`config.mk`:
```
export PLATFORM = sky130hd
export DESIGN_NAME = mixed_fraction_adder_unit
export DESIGN_NICKNAME = d
export VERILOG_FILES = /design/src/rtl/mfa_pkg.sv /design/src/rtl/mfa_ctrl.sv /design/src/rtl/mfa_dp.sv /design/src/rtl/mixed_fraction_adder_unit.sv
export SDC_FILE = /design/constraint.sdc
export NUM_CORES = 2
export LEC_CHECK = 0
export BUFFER_PORTS_ARGS = -buffer_cell sky130_fd_sc_hd__clkbuf_2
export CAP_MARGIN = 10
export CORE_MARGIN = 1.5
export CORE_UTILIZATION = 50
export CTS_CLUSTER_SIZE = 16
export DETAILED_ROUTE_END_ITERATION = 12
export GPL_TIMING_DRIVEN = 0
export PLACE_DENSITY_LB_ADDON = 0.08
export SETUP_SLACK_MARGIN = 0.05
export SYNTH_ARGS = -nofsm -noshare
export SYNTH_HDL_FRONTEND = slang
export SYNTH_HIERARCHICAL = 1
export SYNTH_SLANG_ARGS = --single-unit
```
`constraint.sdc`:
```
create_clock -name clk -period 10.4 [get_ports clk]
set_input_delay 0.52 -clock clk [delete_from_list [all_inputs] [get_ports clk]]
set_output_delay 0.52 -clock clk [all_outputs]
set_load 0.03 [all_outputs]
```
`src/rtl/mfa_pkg.sv`:
```
package mfa_pkg;

	localparam int VALUE_BITS = 16;
	localparam int SUM_WHOLE_W = 18;
	localparam int SUM_WORD_W  = 32;
	localparam int PROD_W     = 2 * VALUE_BITS;
	localparam int NUM_W      = 2 * VALUE_BITS + 1;
	localparam int WHOLE_W    = SUM_WHOLE_W;
	localparam int K_W        = $clog2(NUM_W + 1);
	localparam int CNT_W      = $clog2(NUM_W);

	typedef enum logic [1:0] {
		MUL_A1D2,
		MUL_A2D1,
		MUL_D1D2
	} mul_sel_t;

	typedef enum logic [1:0] {
		DIV_NUM_G,
		DIV_DEN_G,
		DIV_NUM_DEN
	} div_sel_t;

	typedef struct packed {
		logic      load;
		logic      mul_first;
		logic      mul_acc;
		logic      mul_den;
		mul_sel_t  mul_sel;
		logic      den_one;
		logic      gcd_init;
		logic      gcd_step;
		logic      gcd_shift;
		logic      div_start;
		logic      div_step;
		logic      div_wb;
		div_sel_t  div_sel;
		logic      out_load;
	} cmd_t;

	typedef struct packed {
		logic bad;
		logic num_zero;
		logic gcd_eq;
		logic k_zero;
		logic out_free;
	} sts_t;

endpackage

```
`src/rtl/mfa_ctrl.sv`:
```
module mfa_ctrl (
	input  logic          clk,
	input  logic          arst_n,
	input  logic          in_valid,
	output logic          in_stall,
	input  mfa_pkg::sts_t sts,
	output mfa_pkg::cmd_t cmd
);

	typedef enum logic [3:0] {
		ST_IDLE,
		ST_MUL_A,
		ST_MUL_B,
		ST_MUL_C,
		ST_CHECK,
		ST_GCD,
		ST_GSHIFT,
		ST_DIV_LOAD,
		ST_DIV_RUN,
		ST_DIV_WB,
		ST_FIN
	} state_t;

	state_t                   state_q, state_d;
	logic [mfa_pkg::CNT_W-1:0] cnt_q;
	mfa_pkg::div_sel_t         div_sel_q, div_sel_d;

	always_comb begin
		cmd         = '0;
		cmd.mul_sel = mfa_pkg::MUL_A1D2;
		cmd.div_sel = div_sel_q;
		state_d     = state_q;
		div_sel_d   = div_sel_q;
		in_stall    = (state_q != ST_IDLE);
		unique case (state_q)
			ST_IDLE: begin
				if (in_valid) begin
					cmd.load = 1'b1;
					state_d  = ST_MUL_A;
				end
			end
			ST_MUL_A: begin
				if (sts.bad) begin
					state_d = ST_FIN;
				end else begin
					cmd.mul_first = 1'b1;
					cmd.mul_sel   = mfa_pkg::MUL_A1D2;
					state_d       = ST_MUL_B;
				end
			end
			ST_MUL_B: begin
				cmd.mul_acc = 1'b1;
				cmd.mul_sel = mfa_pkg::MUL_A2D1;
				state_d     = ST_MUL_C;
			end
			ST_MUL_C: begin
				cmd.mul_den = 1'b1;
				cmd.mul_sel = mfa_pkg::MUL_D1D2;
				state_d     = ST_CHECK;
			end
			ST_CHECK: begin
				if (sts.num_zero) begin
					cmd.den_one = 1'b1;
					state_d     = ST_FIN;
				end else begin
					cmd.gcd_init = 1'b1;
					state_d      = ST_GCD;
				end
			end
			ST_GCD: begin
				if (sts.gcd_eq) begin
					state_d = ST_GSHIFT;
				end else begin
					cmd.gcd_step = 1'b1;
				end
			end
			ST_GSHIFT: begin
				if (sts.k_zero) begin
					div_sel_d = mfa_pkg::DIV_NUM_G;
					state_d   = ST_DIV_LOAD;
				end else begin
					cmd.gcd_shift = 1'b1;
				end
			end
			ST_DIV_LOAD: begin
				cmd.div_start = 1'b1;
				state_d       = ST_DIV_RUN;
			end
			ST_DIV_RUN: begin
				cmd.div_step = 1'b1;
				if (cnt_q == mfa_pkg::CNT_W'(mfa_pkg::NUM_W - 1)) begin
					state_d = ST_DIV_WB;
				end
			end
			ST_DIV_WB: begin
				cmd.div_wb = 1'b1;
				unique case (div_sel_q)
					mfa_pkg::DIV_NUM_G: begin
						div_sel_d = mfa_pkg::DIV_DEN_G;
						state_d   = ST_DIV_LOAD;
					end
					mfa_pkg::DIV_DEN_G: begin
						div_sel_d = mfa_pkg::DIV_NUM_DEN;
						state_d   = ST_DIV_LOAD;
					end
					default: begin
						state_d = ST_FIN;
					end
				endcase
			end
			ST_FIN: begin
				if (sts.out_free) begin
					cmd.out_load = 1'b1;
					state_d      = ST_IDLE;
				end
			end
			default: begin
				state_d = ST_IDLE;
			end
		endcase
	end

	always_ff @(posedge clk or negedge arst_n) begin
		if (!arst_n) begin
			state_q   <= ST_IDLE;
			cnt_q     <= '0;
			div_sel_q <= mfa_pkg::DIV_NUM_G;
		end else begin
			state_q   <= state_d;
			div_sel_q <= div_sel_d;
			if (state_q == ST_DIV_LOAD) begin
				cnt_q <= '0;
			end else if (state_q == ST_DIV_RUN) begin
				cnt_q <= cnt_q + 1'b1;
			end
		end
	end

endmodule

```
`src/rtl/mfa_dp.sv`:
```
module mfa_dp (
	input  logic                               clk,
	input  logic                               arst_n,
	input  mfa_pkg::cmd_t                      cmd,
	output mfa_pkg::sts_t                      sts,
	input  logic [mfa_pkg::VALUE_BITS-1:0]     first_whole,
	input  logic [mfa_pkg::VALUE_BITS-1:0]     first_numerator,
	input  logic [mfa_pkg::VALUE_BITS-1:0]     first_denominator,
	input  logic [mfa_pkg::VALUE_BITS-1:0]     second_whole,
	input  logic [mfa_pkg::VALUE_BITS-1:0]     second_numerator,
	input  logic [mfa_pkg::VALUE_BITS-1:0]     second_denominator,
	output logic                               out_valid,
	input  logic                               out_stall,
	output logic [mfa_pkg::SUM_WHOLE_W-1:0]    sum_whole,
	output logic [mfa_pkg::SUM_WORD_W-1:0]     sum_numerator,
	output logic [mfa_pkg::SUM_WORD_W-1:0]     sum_denominator,
	output logic                               bad_denominator
);

	localparam int VB = mfa_pkg::VALUE_BITS;
	localparam int NW = mfa_pkg::NUM_W;

	logic [VB-1:0]                    a1_q, d1_q, a2_q, d2_q;
	logic                             bad_q;
	logic [mfa_pkg::WHOLE_W-1:0]      whole_q;
	logic [NW-1:0]                    num_q, den_q;
	logic [NW-1:0]                    gx_q, gy_q;
	logic [mfa_pkg::K_W-1:0]          gk_q;
	logic [NW-1:0]                    dvd_q, dsr_q, rem_q;

	logic [VB-1:0]                    mul_a, mul_b;
	logic [mfa_pkg::PROD_W-1:0]       prod;
	logic [NW:0]                      rem_sh, rem_diff;
	logic                             rem_ge;

	logic                             out_valid_q;
	logic [mfa_pkg::SUM_WHOLE_W-1:0]  sum_whole_q;
	logic [mfa_pkg::SUM_WORD_W-1:0]   sum_numerator_q, sum_denominator_q;
	logic                             bad_out_q;

	always_comb begin
		case (cmd.mul_sel)
			mfa_pkg::MUL_A1D2: begin
				mul_a = a1_q;
				mul_b = d2_q;
			end
			mfa_pkg::MUL_A2D1: begin
				mul_a = a2_q;
				mul_b = d1_q;
			end
			default: begin
				mul_a = d1_q;
				mul_b = d2_q;
			end
		endcase
	end

	assign prod     = mul_a * mul_b;
	assign rem_sh   = {rem_q, dvd_q[NW-1]};
	assign rem_ge   = (rem_sh >= {1'b0, dsr_q});
	assign rem_diff = rem_sh - {1'b0, dsr_q};

	assign sts.bad      = bad_q;
	assign sts.num_zero = (num_q == '0);
	assign sts.gcd_eq   = (gx_q == gy_q);
	assign sts.k_zero   = (gk_q == '0);
	assign sts.out_free = !out_valid_q || !out_stall;

	always_ff @(posedge clk) begin
		if (cmd.load) begin
			a1_q    <= first_numerator;
			d1_q    <= first_denominator;
			a2_q    <= second_numerator;
			d2_q    <= second_denominator;
			bad_q   <= (first_denominator == '0) || (second_denominator == '0);
			whole_q <= mfa_pkg::WHOLE_W'(first_whole) + mfa_pkg::WHOLE_W'(second_whole);
		end
		if (cmd.mul_first) begin
			num_q <= NW'(prod);
		end
		if (cmd.mul_acc) begin
			num_q <= num_q + NW'(prod);
		end
		if (cmd.mul_den) begin
			den_q <= NW'(prod);
		end
		if (cmd.den_one) begin
			den_q <= NW'(1);
		end
		if (cmd.gcd_init) begin
			gx_q <= num_q;
			gy_q <= den_q;
			gk_q <= '0;
		end
		if (cmd.gcd_step) begin
			case ({gx_q[0], gy_q[0]})
				2'b00: begin
					gx_q <= gx_q >> 1;
					gy_q <= gy_q >> 1;
					gk_q <= gk_q + 1'b1;
				end
				2'b01: begin
					gx_q <= gx_q >> 1;
				end
				2'b10: begin
					gy_q <= gy_q >> 1;
				end
				default: begin
					if (gx_q > gy_q) begin
						gx_q <= (gx_q - gy_q) >> 1;
					end else begin
						gy_q <= (gy_q - gx_q) >> 1;
					end
				end
			endcase
		end
		if (cmd.gcd_shift) begin
			gx_q <= gx_q << 1;
			gk_q <= gk_q - 1'b1;
		end
		if (cmd.div_start) begin
			rem_q <= '0;
			case (cmd.div_sel)
				mfa_pkg::DIV_NUM_G: begin
					dvd_q <= num_q;
					dsr_q <= gx_q;
				end
				mfa_pkg::DIV_DEN_G: begin
					dvd_q <= den_q;
					dsr_q <= gx_q;
				end
				default: begin
					dvd_q <= num_q;
					dsr_q <= den_q;
				end
			endcase
		end
		if (cmd.div_step) begin
			rem_q <= rem_ge ? rem_diff[NW-1:0] : rem_sh[NW-1:0];
			dvd_q <= {dvd_q[NW-2:0], rem_ge};
		end
		if (cmd.div_wb) begin
			case (cmd.div_sel)
				mfa_pkg::DIV_NUM_G: begin
					num_q <= dvd_q;
				end
				mfa_pkg::DIV_DEN_G: begin
					den_q <= dvd_q;
				end
				default: begin
					whole_q <= whole_q + mfa_pkg::WHOLE_W'(dvd_q);
					num_q   <= rem_q;
				end
			endcase
		end
		if (cmd.out_load) begin
			if (bad_q) begin
				sum_whole_q       <= '0;
				sum_numerator_q   <= '0;
				sum_denominator_q <= '0;
				bad_out_q         <= 1'b1;
			end else begin
				sum_whole_q       <= mfa_pkg::SUM_WHOLE_W'(whole_q);
				sum_numerator_q   <= mfa_pkg::SUM_WORD_W'(num_q);
				sum_denominator_q <= mfa_pkg::SUM_WORD_W'(den_q);
				bad_out_q         <= 1'b0;
			end
		end
	end

	always_ff @(posedge clk or negedge arst_n) begin
		if (!arst_n) begin
			out_valid_q <= 1'b0;
		end else if (cmd.out_load) begin
			out_valid_q <= 1'b1;
		end else if (!out_stall) begin
			out_valid_q <= 1'b0;
		end
	end

	assign out_valid       = out_valid_q;
	assign sum_whole       = sum_whole_q;
	assign sum_numerator   = sum_numerator_q;
	assign sum_denominator = sum_denominator_q;
	assign bad_denominator = bad_out_q;

`ifndef SYNTH
	a_gcd_step_unequal: assert property (@(posedge clk) disable iff (!arst_n)
		cmd.gcd_step |-> (gx_q != gy_q))
		else $error("gcd step issued on equal operands");

	a_divisor_nonzero: assert property (@(posedge clk) disable iff (!arst_n)
		cmd.div_start |=> (dsr_q != '0))
		else $error("divider started with zero divisor");

	a_out_no_overwrite: assert property (@(posedge clk) disable iff (!arst_n)
		cmd.out_load |-> (!out_valid_q || !out_stall))
		else $error("pending result overwritten");

	a_proper_fraction: assert property (@(posedge clk) disable iff (!arst_n)
		(cmd.out_load && !bad_q) |-> (num_q < den_q))
		else $error("result fraction not proper");
`endif

endmodule

```
`src/rtl/mixed_fraction_adder_unit.sv`:
```
// Adds two unsigned mixed numbers (whole, numerator, denominator) and returns the
// sum as whole part plus a reduced proper fraction; a zero fraction is 0/1, and a
// zero input denominator gives bad_denominator with all other fields zero. One
// transaction is worked at a time: the cross products are formed on one shared
// multiplier, the reduction runs a binary GCD of one subtract-or-shift per
// cycle (at most 2*(2*VALUE_BITS+1) steps, then one shift back per common factor
// of two), and one restoring divider producing a quotient bit per cycle does the
// three divisions. A zero denominator skips straight to the result, and a zero
// fraction sum skips the reduction and the divisions. The result sits in an output
// register, so a finished result may wait on out_stall while the next item is
// accepted and worked.
module mixed_fraction_adder_unit (
	input  logic                            clk,
	input  logic                            arst_n,
	input  logic                            in_valid,
	output logic                            in_stall,
	input  logic [mfa_pkg::VALUE_BITS-1:0]  first_whole,
	input  logic [mfa_pkg::VALUE_BITS-1:0]  first_numerator,
	input  logic [mfa_pkg::VALUE_BITS-1:0]  first_denominator,
	input  logic [mfa_pkg::VALUE_BITS-1:0]  second_whole,
	input  logic [mfa_pkg::VALUE_BITS-1:0]  second_numerator,
	input  logic [mfa_pkg::VALUE_BITS-1:0]  second_denominator,
	output logic                            out_valid,
	input  logic                            out_stall,
	output logic [mfa_pkg::SUM_WHOLE_W-1:0] sum_whole,
	output logic [mfa_pkg::SUM_WORD_W-1:0]  sum_numerator,
	output logic [mfa_pkg::SUM_WORD_W-1:0]  sum_denominator,
	output logic                            bad_denominator
);

	mfa_pkg::cmd_t cmd;
	mfa_pkg::sts_t sts;

	mfa_ctrl u_ctrl (
		.clk      (clk),
		.arst_n   (arst_n),
		.in_valid (in_valid),
		.in_stall (in_stall),
		.sts      (sts),
		.cmd      (cmd)
	);

	mfa_dp u_dp (
		.clk                (clk),
		.arst_n             (arst_n),
		.cmd                (cmd),
		.sts                (sts),
		.first_whole        (first_whole),
		.first_numerator    (first_numerator),
		.first_denominator  (first_denominator),
		.second_whole       (second_whole),
		.second_numerator   (second_numerator),
		.second_denominator (second_denominator),
		.out_valid          (out_valid),
		.out_stall          (out_stall),
		.sum_whole          (sum_whole),
		.sum_numerator      (sum_numerator),
		.sum_denominator    (sum_denominator),
		.bad_denominator    (bad_denominator)
	);

endmodule

```
==> impl_metrics.py <==
metrics = {
    "pwr": {
        "power.static_leakage_uw": 0.0178,
        "peakVddDrop_mv": 0.111,
        "pwr_density_cell_nw_per_um2": 88.6,
    },
    "detailed_routing": {
        "num_vias": 32400,
        "detail-route-antenna-nets": 0,
        "detail_route.vias_per_cell": 6.10,
        "post-route-drc-count": 0,
        "drt-initial-drc-count": 3168,
        "detail_route.wl_per_cell_um": 25.0,
        "finalWirelength_mm": 133,
        "drtPass1Iterations": 6,
    },
    "final_layout": {
        "filler_cell_count": 6646,
        "instances_no_fill": 5317,
        "fin_util_pct": 57.4,
        "area_growth_syn_to_layout_pct": 13.4,
        "final_cell_mix": "458 x nand2_1, 399 x inv_1, 347 x nor2_1, 271 x ha_1, 247 x edfxtp_1",
        "post_route_cells_drive_above_1_share_pct": 11.3,
        "layout.nets": 4901,
        "commonest_non_fill_non_tap_cell_in_the_layout": "nand2_1",
    },
    "placed_design": {
        "detailed_place_hpwl_mm": 104,
        "placed_cells_incl_taps": 5199,
        "gp_routability_congestion": 1.01,
        "io_buffer_count": 184,
    },
    "die": {
        "pin_count": 185,
        "die_height_um": 272,
        "core_region_area_um2": 71600,
        "num_rows": 98,
        "initial_core_util_pct": 50.6,
        "floorplan.die_area_um2": 74100,
        "die_x_extent_um": 272,
    },
    "logic_synthesis": {
        "primary_flip_flop_cell_chosen_by_synthesis_mapping": "edfxtp_1",
        "number_of_flops_mapped_to_enable_cells_by_yosys": 247,
        "synth_top_area_share_pct": 20.5,
        "synth_warnings": 6,
        "synthDistinctLibCells": 95,
        "synth_fp_nets": 4635,
        "syn_area_um2": 36200,
        "synthesis.instances": 4058,
        "average_instance_area_after_synthesis_um2": 8.93,
        "synth_seq_area_share_pct": 30.0,
        "post_synth_main_area_contributors": "edfxtp_1 20%, fa_1 11%, ha_1 9.6%",
        "synth_async_sr_flop_share_pct": 3.13,
        "postSynthRegisterBits": 416,
        "yosys.area.top_type": "edfxtp_1",
    },
    "setup_path": {
        "critical-path-top-cell-by-count": "fa_1",
        "required_ns": 10.95,
        "peak_fanout_along_the_critical_path": 10,
        "critical_path.endpoint_type": "register",
        "arrival_ns": 10.59,
        "critPathLaunchType": "register",
        "rr_worst_depth": 36,
        "timing.critical_path.slowest_cell_delay_ns": 0.59,
        "r2r_start": "u_ctrl/state_q[0]",
        "path_class": "register to register",
        "crit_family": "adder cells",
        "worstSetupEndpoint": "u_dp/num_q[32]",
        "crit_buf_inv": 8,
        "critical_path_depth": 36,
        "reg_to_reg_endpoint": "u_dp/num_q[32]",
        "critPathLaunch": "u_ctrl/state_q[0]",
        "worst-r2r-setup-slack_ns": 0.35,
        "timing.critical_path.slowest_stage_cell": "fa_1",
    },
    "clocking": {
        "clk_root_buffer_cell": "clkbuf_16",
        "cts_num_sinks": 416,
        "cts_tree": "done",
        "cts_htree_levels": 2,
        "cts_made_buffers": 50,
        "clockBufferDepth": 3,
        "clk_transition_reported_paths_ns": 0.06,
        "clk-insertion-delay-late_ns": 0.62,
    },
    "sta": {
        "report.final.slew_viol_count": 0,
        "fmax_ghz": 0.0995,
        "slew_headroom_pct": 16.0,
        "transition_at_the_pin_with_the_smallest_max_transition_slack_ns": 1.25,
        "final-setup-viol-count": 0,
        "layout_min_cycle_time_ns": 10.05,
        "fin_skew_ns": 0.0378,
        "timing.final.crit_share_pct": 96.6,
        "finalHoldViolations": 0,
        "rsz0062_at_grt": "no",
    },
    "global_route": {
        "grt_first_pass_wirelength_mm": 194,
        "globalRouteOverflowTotal": 0,
        "grt_antenna_before_repair": 3,
        "pin_count_of_the_biggest_net_entering_global_routing": 58,
        "total_routing_resource_utilization_after_global_routing_pct": 35.0,
        "first_global_vias": 30500,
    },
    "flow_run": {
        "max_cap_viol": 0,
    },
    "status": {
        "outcome": "finished, final reports clean",
    },
    "hold_path": {
        "min-delay-path-class": "input pin to register",
    },
}
[cell families after synthesis]
logic type / Yosys count / share of synthesized area (%)
flops: 416 / 30.0
buf+inv: 598 / 6.53
simple gates: 1191 / 14.9
mux: 229 / 6.40
fa+ha+maj: 477 / 20.6
xor+xnor: 173 / 4.18
compound gates: 974 / 17.4
[worst register-to-register path, delay by kind of cell, from the launching register on]
kind                     cells  cell delay, ns
AO/OA/AOI/OAI               13            3.03
flip-flops                   1            0.45
buffers and inverters        8            0.92
multiplexers                 1            0.43
AND/OR/NAND/NOR              6            1.31
adder cells (fa/ha/maj)      8            3.85
[report_power, final]
group	switching (µW)	total [µW]	internal (µW)	leakage (µW)
clock network	774	1850	1070	0.000814
logic	31.3	63.7	32.4	0.0131
registers	0	1730	1730	0.00392
total	806	3640	2840	0.0178
[worst min-delay path by stage]
stage                     cells past startpoint            startpoint           endpoint
after floorplan                               0                arst_n    u_ctrl/cnt_q[0]
after global placement                        1                arst_n     u_dp/out_valid
after detailed placement                      1                arst_n  u_ctrl/state_q[2]
after CTS                                     1   second_numerator[0]       u_dp/a2_q[0]
after global routing                          1  second_numerator[10]      u_dp/a2_q[10]
final                                         1   second_numerator[6]       u_dp/a2_q[6]
[registers in the layout, indices dropped and copies added, names as in the netlist, 16 cells and up]
signal / flops
u_dp/gx_q: 33
u_dp/sum_denominator: 32
u_dp/sum_numerator: 32
u_dp/dvd_q: 33
u_dp/whole_q: 18
u_dp/gy_q: 33
u_dp/den_q: 33
u_dp/a1_q: 16
u_dp/a2_q: 16
u_dp/d2_q: 16
u_dp/sum_whole: 18
u_dp/d1_q: 16
u_dp/num_q: 33
u_dp/rem_q: 33
u_dp/dsr_q: 33
[layer usage]
layer | track usage (%) | up-vias | share of wire (%)
li1 | - | 14700 | -
met4 | 10.9 | 4 | 3.4
met3 | 7.75 | 250 | 10
met1 | 49.2 | 15800 | 42
met5 | 0 | - | 0.018
met2 | 53.8 | 1647 | 44
[final cells by class]
class                      count  area [µm²]  area share, %
clock buffer                  60        1340           3.26
buffer                       191         992           2.41
multi-input combinational   3044       23500           57.3
tap                          950        1190           2.89
clock inverter                34         364          0.886
inverter                     403        1510           3.68
antenna                        1        2.50        0.00609
sequential                   416       10900           26.4
timing repair buffer         218        1300           3.15
[Yosys cell counts, drive strengths merged, types with 19 or more instances]
cell type    n
nand2b      28
a211oi      36
ha         277
fa         200
nand3       37
a21o        84
a221oi      22
nor4        25
xor2        62
or3         19
mux2i      207
nand4       24
clkbuf     137
nor2b      110
nand2      461
o21bai      25
o21ai      285
edfxtp     247
a31oi       34
o21a        40
mux2        22
o221ai      21
nor2       351
a21oi      231
a22oi       24
inv        400
o22ai       24
xnor2      111
dfxtp      156
and3        20
nor3        53
buf         58
[stage by stage]
stage | setup WS, ns | hold WS [ns] | area, µm² | setup TNS [ns] | total power (µW)
6_report | 0.354 | 0.0811 | 41100 | 0 | 3640
5_1_grt | 0.00847 | 0.0652 | 41100 | 0 | 3730
4_1_cts | 0.0532 | 0.0634 | 40600 | 0 | 3660
3_5_place_dp | -2.32 | 0.456 | 38500 | -24.83 | 1830
3_3_place_gp | -2.30 | 0.462 | 38300 | -23.54 | 1830
2_1_floorplan | 0.263 | 0.224 | 36200 | 0 | 1800
[what timing repair did]
action	CTS	global route
pin swaps	2	11
cloned	0	2
setup endpoints to repair	26	11
buffers inserted	6	18
gates resized for setup	96	102
hold endpoints to repair	13	0
hold buffers	1	0
(Power assumes the default switching activity.)
